<file path="src/hw/rtl/ntc_divider.sv">
`default_nettype none
module ntc_divider
(
    input  wire logic        clk,
    input  wire logic        rst_n,
    input  wire logic        start,
    input  wire logic [21:0] dividend,
    input  wire logic [12:0] divisor,
    output logic             busy,
    output logic             done,
    output logic [21:0]      quotient
);
    // Restoring division, one quotient bit per cycle, MSB first.
    logic [21:0] quot_reg, quot_next;
    logic [12:0] rem_reg, rem_next;
    logic [12:0] dvs_reg, dvs_next;
    logic [4:0]  cnt_reg, cnt_next;
    logic        busy_reg, busy_next;
    logic        done_reg, done_next;
    logic [13:0] trial;

    always_comb
    begin
        quot_next = quot_reg;
        rem_next  = rem_reg;
        dvs_next  = dvs_reg;
        cnt_next  = cnt_reg;
        busy_next = busy_reg;
        done_next = 1'b0;
        trial     = {rem_reg, quot_reg[21]} - {1'b0, dvs_reg};
        if (start)
        begin
            quot_next = dividend;
            rem_next  = '0;
            dvs_next  = divisor;
            cnt_next  = 5'd21;
            busy_next = 1'b1;
        end
        else if (busy_reg)
        begin
            if (!trial[13])
            begin
                rem_next  = trial[12:0];
                quot_next = {quot_reg[20:0], 1'b1};
            end
            else
            begin
                rem_next  = {rem_reg[11:0], quot_reg[21]};
                quot_next = {quot_reg[20:0], 1'b0};
            end
            cnt_next = cnt_reg - 5'd1;
            if (cnt_reg == 5'd0)
            begin
                busy_next = 1'b0;
                done_next = 1'b1;
            end
        end
    end

    always_ff @(posedge clk or negedge rst_n)
    begin
        if (!rst_n)
        begin
            busy_reg <= 1'b0;
            done_reg <= 1'b0;
            cnt_reg  <= '0;
        end
        else
        begin
            busy_reg <= busy_next;
            done_reg <= done_next;
            cnt_reg  <= cnt_next;
        end
    end

    always_ff @(posedge clk)
    begin
        quot_reg <= quot_next;
        rem_reg  <= rem_next;
        dvs_reg  <= dvs_next;
    end

    assign busy     = busy_reg;
    assign done     = done_reg;
    assign quotient = quot_reg;
endmodule
`default_nettype wire
</file>
<file path="config.mk">
export PLATFORM = sky130hd
export DESIGN_NAME = ntc_divider
export DESIGN_NICKNAME = d
export VERILOG_FILES = /design/src/hw/rtl/ntc_divider.sv
export SDC_FILE = /design/constraint.sdc
export NUM_CORES = 1
export LEC_CHECK = 0
export BUFFER_PORTS_ARGS = -buffer_cell sky130_fd_sc_hd__buf_2
export CAP_MARGIN = 20
export CORE_UTILIZATION = 25
export CTS_CLUSTER_DIAMETER = 200
export CTS_CLUSTER_SIZE = 14
export DETAILED_ROUTE_END_ITERATION = 12
export GPL_TIMING_DRIVEN = 0
export PLACE_DENSITY = 0.41
export RECOVER_POWER = 50
export SLEW_MARGIN = 20
export SYNTH_ARGS = -nofsm -noshare
export SYNTH_HDL_FRONTEND = slang
export SYNTH_SLANG_ARGS = --single-unit
</file>
<file path="constraint.sdc">
create_clock -name clk -period 3.7 [get_ports clk]
set_clock_uncertainty 0.15 [all_clocks]
set_input_delay 0.74 -clock clk [delete_from_list [all_inputs] [get_ports clk]]
set_output_delay 0.74 -clock clk [all_outputs]
set_load 0.02 [all_outputs]
</file>
## Word-level counts from Yosys, hierarchy flattened

Cells that the tools add are included.

- Register bits: 55
- Input bits: 38
- Output and inout port bits: 24

- Add/subtract/negate cells: 2
- Multiplexer cells: 12
- Reduce and logical (&&, ||, !) cells: 2

Operators by type and width:

| operator | count |
|---|---|
| $mux 22 | 2 |
| $sub 14x13->14 | 1 |
| $mux 13 | 1 |
| $mux 5 | 2 |
| $mux 1 | 7 |
| $logic_not 5->1 | 1 |
| $sub 5x1->5 const B | 1 |
| $reduce_bool 2->1 | 1 |

## Longest topological paths before layout

Gate-level depths: netlist (run 1).

- Depth in word-level cells: 4
- Gate-level depth with buffers: 10

## Worst setup path before layout (run 1)

OpenSTA, ideal clock, no wires.

- Path type: flip-flop to flip-flop
- From: register quot_reg[21], in the netlist quotient[21]
- To: register rem_reg[12]
- Arrival time: 2.503 ns
- Data required time: 3.459 ns
- Slack: 0.956 ns
- Stages on the path, launching flop included: 11
- Path buffers: 0
- Period minus slack after synthesis: 2.744 ns
- Path through: edfxtp_1 inv_1 ha_1 inv_1 fa_1 a21o_1 a221oi_1 nor3_1 o21a_1 a311o_1 a311oi_1

- Cells in the longest elaborated chain, start to end: 2

RTL lines:

| item | RTL line | source |
|---|---|---|
| start, declared | 14 | `logic [21:0] quot_reg, quot_next;` |
| start signal, assigned | 78 | `quot_reg <= quot_next;` |
| $sub 14x13->14 | 30 | `trial = {rem_reg, quot_reg[21]} - {1'b0, dvs_reg};` |
| $mux 13 | 41 | `if (!trial[13])` |
| end signal, assigned | 79 | `rem_reg <= rem_next;` |
| end, declared | 15 | `logic [12:0] rem_reg, rem_next;` |

No other way between the ends.
A chain may end at the register's enable or synchronous reset.

## Worst setup path in the final report (run 1)

- From: register dvs_reg[1]
- To: register quot_reg[0], in the netlist quotient[0] (data pin)

- Cells in the longest elaborated chain, start to end: 4

RTL lines:

| item | RTL line | source |
|---|---|---|
| start, declared | 16 | `logic [12:0] dvs_reg, dvs_next;` |
| start signal, assigned | 80 | `dvs_reg <= dvs_next;` |
| $sub 14x13->14 | 30 |  |
| $mux 1 | 41 |  |
| $mux 22 | 39 | `else if (busy_reg)` |
| $mux 22 | 31 | `if (start)` |
| named net quot_next[0] | 14 |  |

The timed path passes the listed nets, and every way through them passes these cells. The select of a mux whose other input is x is not followed.

==> results_dict.tcl, run 1 <==
set metrics [dict create \
    synth.ff_latch_count 55 \
    required_ns 3.60 \
    syn_area_um2 3070 \
    tightest_slew_ns 0.930 \
    setup.worst_path.start_class "flop" \
    drv_slew 0 \
    ir_worst_vdd_mv 0.277 \
    cts_tree "built" \
    worst_slack_ns 0.239 \
    cp_max_fo 10 \
    clkTransAtPathRegs_ns 0.08 \
    vias 2419 \
    core_area_um2 12000 \
    port_buffers 61 \
    async_flop_share_pct 12.7 \
    fin_nets 397 \
    finalWirelength_mm 7.91 \
    cap_violations 0 \
    yosysTopAreaCellShare_pct 34.3 \
    antenna_left 0 \
    crit_family "compound AO/OA/AOI/OAI gates" \
    antenna_cells 0 \
    drc 0 \
    status "finished clean" \
    die_y_um 113 \
    pre_cts_slack_ns 0.189 \
    row_count 40 \
    setup_viol 0 \
    grt_usage_pct 13.3 \
    slowest_stage "a311oi_2" \
    root_buffer "clkbuf_16" \
    synth_nets 329 \
    grt_pass1_vias 2525 \
    power_leakage_nw 1.49 \
    worst_setup_path_end_kind "flop" \
    start_util_pct 25.6 \
    synth_cell_types 52 \
    cts_hold_buf 0 \
    ioPinCount 62 \
    r2r_start "dvs_reg[1]" \
    critical_path_class "flop to flop" \
    drt_iter0_markers 168 \
    areaGrowthSynthToFinish_pct 20.0 \
    drive_gt1_share_pct 21.2 \
    yosysTopAreaCell "edfxtp_1" \
    path_cells "inv_1, ha_1, nor2b_1, o31ai_1, a2111oi_1, a311oi_2, nand3_1, mux2_2" \
    antenna_found_initial 0 \
    chipWidth_um 113 \
    wl_per_cell_um 16.1 \
    htreeDepth 2 \
    min_period_ns 3.46 \
    tns_ns 0 \
    slowest_delay_ns 0.79 \
    synthTopCellsByArea "edfxtp_1 34%, dfxtp_1 8.5%, mux2_2 8.1%" \
    post-dp-hpwl_mm 5.73 \
    cellPowerDensity_nw_per_um2 685 \
    synth_cells 275 \
    synthTopCellsByCount "35 x edfxtp_1, 22 x mux2_2, 22 x nor2_1, 18 x inv_1, 15 x ha_1" \
    r2r_cells 8 \
    yosysSeqAreaShare_pct 48.5 \
    grt_max_degree 23 \
    synth-edff-count 35 \
    largest_register_ffs 22 \
    numCtsBuffers 5 \
    synth.most_common_cell "edfxtp_1" \
    clock_latency_ns 0.30 \
    syn_avg_cell_area_um2 11.1 \
    path_buf_inv 1 \
    cts_sinks 55 \
    cts_setup_buffers 0 \
    cp.arrival_ns 3.36 \
    fmax_mhz 289 \
    reg2reg_to "quotient[0]" \
    vias_per_cell 4.93 \
    synth_flop_cell "edfxtp_1" \
    reg2reg_slack_ns 0.24 \
    place_congestion 0.796 \
    ys_warn_count 0 \
    hold_viol 0 \
    clk_path_buf_depth 2 \
    hold_path.class "primary input to asynchronous set/reset pin" \
    drt_first_pass_iters 4 \
    slew-limit-headroom_pct 37.9 \
    rsz0062_at_grt "false" \
    grt_first_pass_wirelength_mm 13.1 \
    final.period_utilization_pct 93.6 \
    fp.dieArea_um2 12700 \
    post_cts_resized 0 \
    grt_overflow_total 0 \
]
==> worst max path at each step <==
| stage | from | end | cells after the start |
|---|---|---|---|
| 2_1_floorplan | quotient[21] | rem_reg[12] | 10 |
| 3_3_place_gp | dvs_reg[1] | quotient[0] | 8 |
| 3_5_place_dp | dvs_reg[1] | quotient[0] | 8 |
| 4_1_cts | dvs_reg[1] | quotient[0] | 8 |
| 5_1_grt | dvs_reg[1] | quotient[0] | 8 |
| 6_report | dvs_reg[1] | quotient[0] | 8 |
==> layout make-up <==
class	count	area, um2
fill	1238	8280
sequential	55	1490
multi-input combinational	186	1430
timing repair buffer	61	273
tap	147	184
clock buffer	5	125
buffer	15	73.8
inverter	19	71.3
clock inverter	3	31.3
==> placed cells by master, fill, tap and decap left out, types with 2 or more instances in the layout <==
cell       instances
clkbuf_1          36
buf_2             36
edfxtp_1          35
mux2_2            22
nor2_1            22
inv_1             18
ha_1              15
dfxtp_1           13
nand2_1           12
xnor2_1            8
a311oi_1           8
nand4_1            7
dfrtp_1            7
nand2b_1           6
o21ai_0            6
a31oi_1            6
a21o_1             5
a21oi_1            5
o21a_1             5
o31ai_1            5
nor3_1             5
o311ai_0           5
nor4_1             5
clkbuf_16          5
and3_1             3
or3_1              3
a221oi_1           3
a311o_1            3
xor2_1             3
buf_6              2
nor2b_1            2
nand3_1            2
o311a_1            2
a211oi_1           2
inv_8              2
==> cells by family (layout without fill, tap and decap cells) <==
| group | Yosys count | after routing | share of synthesized area, % |
|---|---|---|---|
| buf+inv | 34 | 103 | 4.73 |
| flops | 55 | 55 | 48.5 |
| xor+xnor | 11 | 11 | 3.14 |
| mux | 22 | 22 | 8.08 |
| fa+ha+maj | 16 | 16 | 6.78 |
| compound gates | 66 | 66 | 17.1 |
| simple gates | 71 | 71 | 11.6 |
==> power breakdown <==
part / internal [mW] / leakage [nW] / switching [mW]
registers: 0.779 / 0.547 / 0.0876
clock network: 0.263 / 0.0778 / 0.246
logic: 0.483 / 0.868 / 0.660
total: 1.52 / 1.49 / 0.994
==> stage by stage <==
step                utilization, %  instances  cell area [um2]  power [mW]  hold slack [ns]
floorplan                        -        275             3070        1.72            0.294
global placement              29.7        483             3550        2.03            0.343
detailed placement            29.7        483             3550        2.02            0.350
CTS                           31.0        491             3710        2.55            0.116
global route                  30.8        491             3680        2.70            0.198
finish                        30.8        491             3680        2.52            0.179
==> routing by layer <==
layer,part of all wire [%],global-route usage [%]
met5,0,0
met4,0.95,3.02
met3,5.8,3.27
met2,47,22.8
met1,46,16.8
Note: power is estimated with default switching activity, not from simulation.
==> run 2: changes to the inputs <==
Settings changed: CORE_UTILIZATION 25 to 45, PLACE_DENSITY 0.41 to 0.65, SLEW_MARGIN 20 to 15.
==> run 2 against run 1 <==
Via count fell by 0.91%; final area fell by 4.1%; power fell by 6.7%; sequential share of layout area rose by 1.7 points; highest routed layer unchanged; worst setup slack improved by 0.15 ns; cell count fell by 14%; the flow now finishes with violations (design-rule violations).
==> results_dict.tcl, run 2 (synthesized netlist as in run 1, its figures left out) <==
set metrics [dict create \
    status "finished, violations left" \
    violations "design-rule violations" \
    start_util_pct 47.5 \
    clkTransAtPathRegs_ns 0.11 \
    final_util_pct 54.6 \
    cts_sinks 55 \
    critical_path_class "flop to flop" \
    drive_gt1_share_pct 21.2 \
    final.period_utilization_pct 89.6 \
    place_congestion 0.824 \
    power.share.switching_pct 40.5 \
    grt_usage_pct 19.5 \
    setup_viol 0 \
    die_y_um 84.5 \
    comb_power_share_pct 47.8 \
    pwr-share-clk_pct 15.3 \
    slew-limit-headroom_pct 38.3 \
    cts_tree "built" \
    min_period_ns 3.31 \
    antenna_cells 0 \
    cp_max_fo 10 \
    finalWirelength_mm 6.79 \
    antenna_found_initial 0 \
    grt_first_pass_wirelength_mm 10.9 \
    core_area_um2 6460 \
    hold_path.class "primary input to asynchronous set/reset pin" \
    post_cts_resized 0 \
    setup.worst_path.start_class "flop" \
    cp.arrival_ns 3.25 \
    cts_setup_buffers 0 \
    vias 2397 \
    drt_iter0_markers 190 \
    p_int_mw 1.40 \
    root_buffer "clkbuf_8" \
    row_count 29 \
    fin_nets 397 \
    drv_slew 0 \
    drc 2 \
    antenna_left 0 \
    fp.dieArea_um2 7150 \
    switching_power_uw 951 \
    hold_viol 0 \
    cellPowerDensity_nw_per_um2 666 \
    wl_per_cell_um 16.1 \
    power_leakage_nw 1.47 \
    final_cell_mix "36 x clkbuf_1, 36 x buf_2, 35 x edfxtp_1, 22 x mux2_2, 22 x nor2_1" \
    required_ns 3.64 \
    cts_hold_buf 0 \
    drt_first_pass_iters 8 \
    worst_setup_path_end_kind "flop" \
    port_buffers 61 \
    rsz0062_at_grt "false" \
    p_total_mw 2.35 \
    cap_violations 0 \
    vias_per_cell 5.69 \
    largest_register_ffs 22 \
    tns_ns 0 \
    grt_overflow_total 0 \
    post-dp-hpwl_mm 4.91 \
    whs_ns 0.139 \
    chipWidth_um 84.5 \
    fmax_mhz 302 \
    seq_power_share_pct 36.9 \
    numCtsBuffers 5 \
    clock_latency_ns 0.32 \
    htreeDepth 2 \
    tightest_slew_ns 0.924 \
    areaGrowthSynthToFinish_pct 15.0 \
    ioPinCount 62 \
    ir_worst_vdd_mv 0.330 \
    grt_pass1_vias 2217 \
    grt_max_degree 23 \
    clk_path_buf_depth 2 \
]
## run 2: cell counts in the layout (fill, tap and decap cells not counted)
Identical to the previous run, type by type.
## run 2: through the flow
step                      setup slack, ns  instances  area, um2
after floorplan                     0.956        275       3070
after global placement              0.444        413       3470
after detailed placement            0.419        413       3470
after CTS                           0.383        421       3560
after global routing                0.199        421       3530
final                               0.386        421       3530
## run 2: final timing paths
| check | startpoint | to | depth (start not counted) | slack, ns |
|---|---|---|---|---|
| setup / recovery | dvs_reg[1] | quotient[0] | 8 | 0.39 |
| hold / removal | rst_n | done | 1 | 0.14 |
| setup reg to reg | dvs_reg[1] | quotient[0] | 8 | 0.39 |
| hold reg to reg | rem_reg[3] | rem_reg[3] | 2 | 0.37 |
| max in group asynchronous | rst_n | cnt_reg[0] | 1 | 3.00 |
| min in group clk | rem_reg[3] | rem_reg[3] | 2 | 0.37 |
## run 2: metal layers
metal / vias to the layer above / wire length (um) / GRT usage (%)
met5: - / 0 / 0
met4: 0 / 100 / 5.70
met3: 9 / 305 / 4.03
met2: 65 / 3150 / 29.4
met1: 1143 / 3240 / 28.4
li1: 1180 / - / -
## run 2: worst max-delay path: stages (launching register included)
cell and delay [ns]:
edfxtp_1 0.37, inv_1 0.10, ha_1 0.23, nor2b_1 0.16, o31ai_1 0.38, a2111oi_1 0.20
a311oi_2 0.73, nand3_1 0.40, mux2_2 0.37
## run 2: layout make-up
type,count,area [um2]
plain buffers,15,73.8
clock buffers,5,68.8
repair buffers,61,273
inverters,19,71.3
multi-input cells,186,1430
flip-flops and latches,55,1490
well taps,77,96.3
fillers,609,2930
clock inverters,3,22.5
## run 2: power groups by stage
stage | clock network, mW | registers (mW) | logic, mW
finish | 0.359 | 0.867 | 1.12
global route | 0.387 | 0.880 | 1.25
CTS | 0.367 | 0.866 | 1.13
detailed placement | 0 | 0.879 | 1.12
global placement | 0 | 0.877 | 1.10
floorplan | 0 | 0.896 | 0.821
==> run 3: changes to the inputs <==
Settings changed: CORE_MARGIN set to 5, PLACE_DENSITY 0.65 to 0.67.
==> run 3 against run 2 <==
Sequential share of layout area about the same; maximum frequency increased by 2.0%; cell count increased by 0.71%; first-iteration DRC count decreased by 25%; final area increased by 0.11%; sequential cell count unchanged; largest cell class unchanged; power decreased by 0.51%; utilization decreased by 2.1 points; via count about the same; hold slack improved by 0.011 ns; non-clock buffer count unchanged; critical endpoint unchanged; the run now ends clean.
==> results_dict.tcl, run 3 (synthesized netlist as in run 1, its figures left out) <==
set metrics [dict create \
    status "finished clean" \
    slowest_stage "a311oi_2" \
    clk_path_buf_depth 2 \
    path_cells "inv_1, ha_1, nor2b_1, o31ai_1, a2111oi_1, a311oi_2, nand3_1, mux2_2" \
    required_ns 3.62 \
    drc 0 \
    ir_worst_vdd_mv 0.272 \
    route.met3.wl_um 417 \
    grt_first_pass_wirelength_mm 11.2 \
    fin_nets 397 \
    slowest_delay_ns 0.69 \
    setup.worst_path.start_class "flop" \
    final_cell_mix "36 x clkbuf_1, 36 x buf_2, 35 x edfxtp_1, 22 x mux2_2, 22 x nor2_1" \
    hold_viol 0 \
    fp.dieArea_um2 8560 \
    drv_slew 0 \
    pwr-share-clk_pct 14.7 \
    cellPowerDensity_nw_per_um2 662 \
    port_buffers 61 \
    antenna_found_initial 0 \
    antenna_cells 0 \
    finalWirelength_mm 6.79 \
    highest_layer "met4" \
    critical_path_class "flop to flop" \
    grt_usage_pct 16.3 \
    grt_max_degree 23 \
    drt_iter0_markers 142 \
    cp.arrival_ns 3.17 \
    drive_gt1_share_pct 21.2 \
    numCtsBuffers 5 \
    cap_violations 0 \
    cts_hold_buf 0 \
    grt_overflow_total 0 \
    worst_setup_path_end_kind "flop" \
    antenna_left 0 \
    switching_power_uw 941 \
    reg2reg_slack_ns 0.45 \
    setup_viol 0 \
    path_buf_inv 1 \
    comb_power_share_pct 47.7 \
    seq_power_share_pct 37.6 \
    clkTransAtPathRegs_ns 0.10 \
    final.period_utilization_pct 87.8 \
    wl_met1_mm 3.17 \
    rsz0062_at_grt "false" \
    areaGrowthSynthToFinish_pct 15.1 \
    power_leakage_nw 1.46 \
    htreeDepth 2 \
    cp_max_fo 10 \
    slew-limit-headroom_pct 37.8 \
    start_util_pct 45.6 \
    grt_pass1_vias 2266 \
    crit_family "compound AO/OA/AOI/OAI gates" \
    root_buffer "clkbuf_8" \
    fmax_mhz 308 \
    min_period_ns 3.25 \
    hold_path.class "primary input to asynchronous set/reset pin" \
    place_congestion 0.854 \
    post-dp-hpwl_mm 5.14 \
    fillers 617 \
    core_area_um2 6720 \
    placed_cell_area_um2 3470 \
    clock_latency_ns 0.31 \
    cts_setup_buffers 0 \
    largest_register_ffs 22 \
    cts_sinks 55 \
    vias_per_cell 5.66 \
    power.share.switching_pct 40.3 \
    ioPinCount 62 \
    wl_per_cell_um 16.0 \
    die_y_um 92.5 \
    tns_ns 0 \
    fin_area_um2 3530 \
    p_int_mw 1.40 \
    tightest_slew_ns 0.931 \
    row_count 30 \
    post_cts_resized 0 \
    cts_tree "built" \
    vias 2398 \
    chipWidth_um 92.5 \
    drt_first_pass_iters 4 \
    met2_length_mm 3.13 \
]
-- run 3: cell types whose count changed in the layout (fill, tap and decap cells not counted), sizes merged --
cell / previous run / this run
clkinv: 2 / 3
inv: 20 / 19
-- run 3: power by group through the flow --
stage / clock network (mW) / logic (mW) / registers [mW]
final: 0.344 / 1.12 / 0.879
after global routing: 0.387 / 1.23 / 0.893
after CTS: 0.356 / 1.11 / 0.876
after detailed placement: 0 / 1.10 / 0.888
after global placement: 0 / 1.09 / 0.888
after floorplan: 0 / 0.821 / 0.896
-- run 3: layer usage --
metal	vias up	GRT usage, %
met1	1133	22.7
met3	7	3.49
li1	1183	-
met4	0	4.46
met5	-	0
met2	75	25.8
-- run 3: final timing paths --
| kind | start | to | cells past startpoint |
|---|---|---|---|
| max in group asynchronous | rst_n | busy | 1 |
| max reg2reg | dvs_reg[1] | quotient[0] | 8 |
| max | dvs_reg[1] | quotient[0] | 8 |
| min in group clk | rem_reg[1] | rem_reg[1] | 2 |
| min reg2reg | rem_reg[1] | rem_reg[1] | 2 |
| min | rst_n | cnt_reg[2] | 1 |
-- run 3: metrics by stage --
stage	total power, mW	setup slack [ns]	utilization [%]	hold WS, ns	instances
global route	2.51	0.237	52.5	0.171	424
CTS	2.34	0.487	53.0	0.0907	424
finish	2.34	0.450	52.5	0.151	424
detailed placement	1.99	0.506	51.7	0.361	416
global placement	1.98	0.507	51.7	0.358	416
floorplan	1.72	0.956	-	0.294	275
-- run 3: final cells by class --
type / count / area [um2] / area share [%]
flip-flops and latches: 55 / 1490 / 42.1
multi-input cells: 186 / 1430 / 40.6
repair buffers: 61 / 273 / 7.73
well taps: 80 / 100 / 2.84
plain buffers: 15 / 73.8 / 2.09
inverters: 19 / 71.3 / 2.02
clock buffers: 5 / 68.8 / 1.95
clock inverters: 3 / 22.5 / 0.638
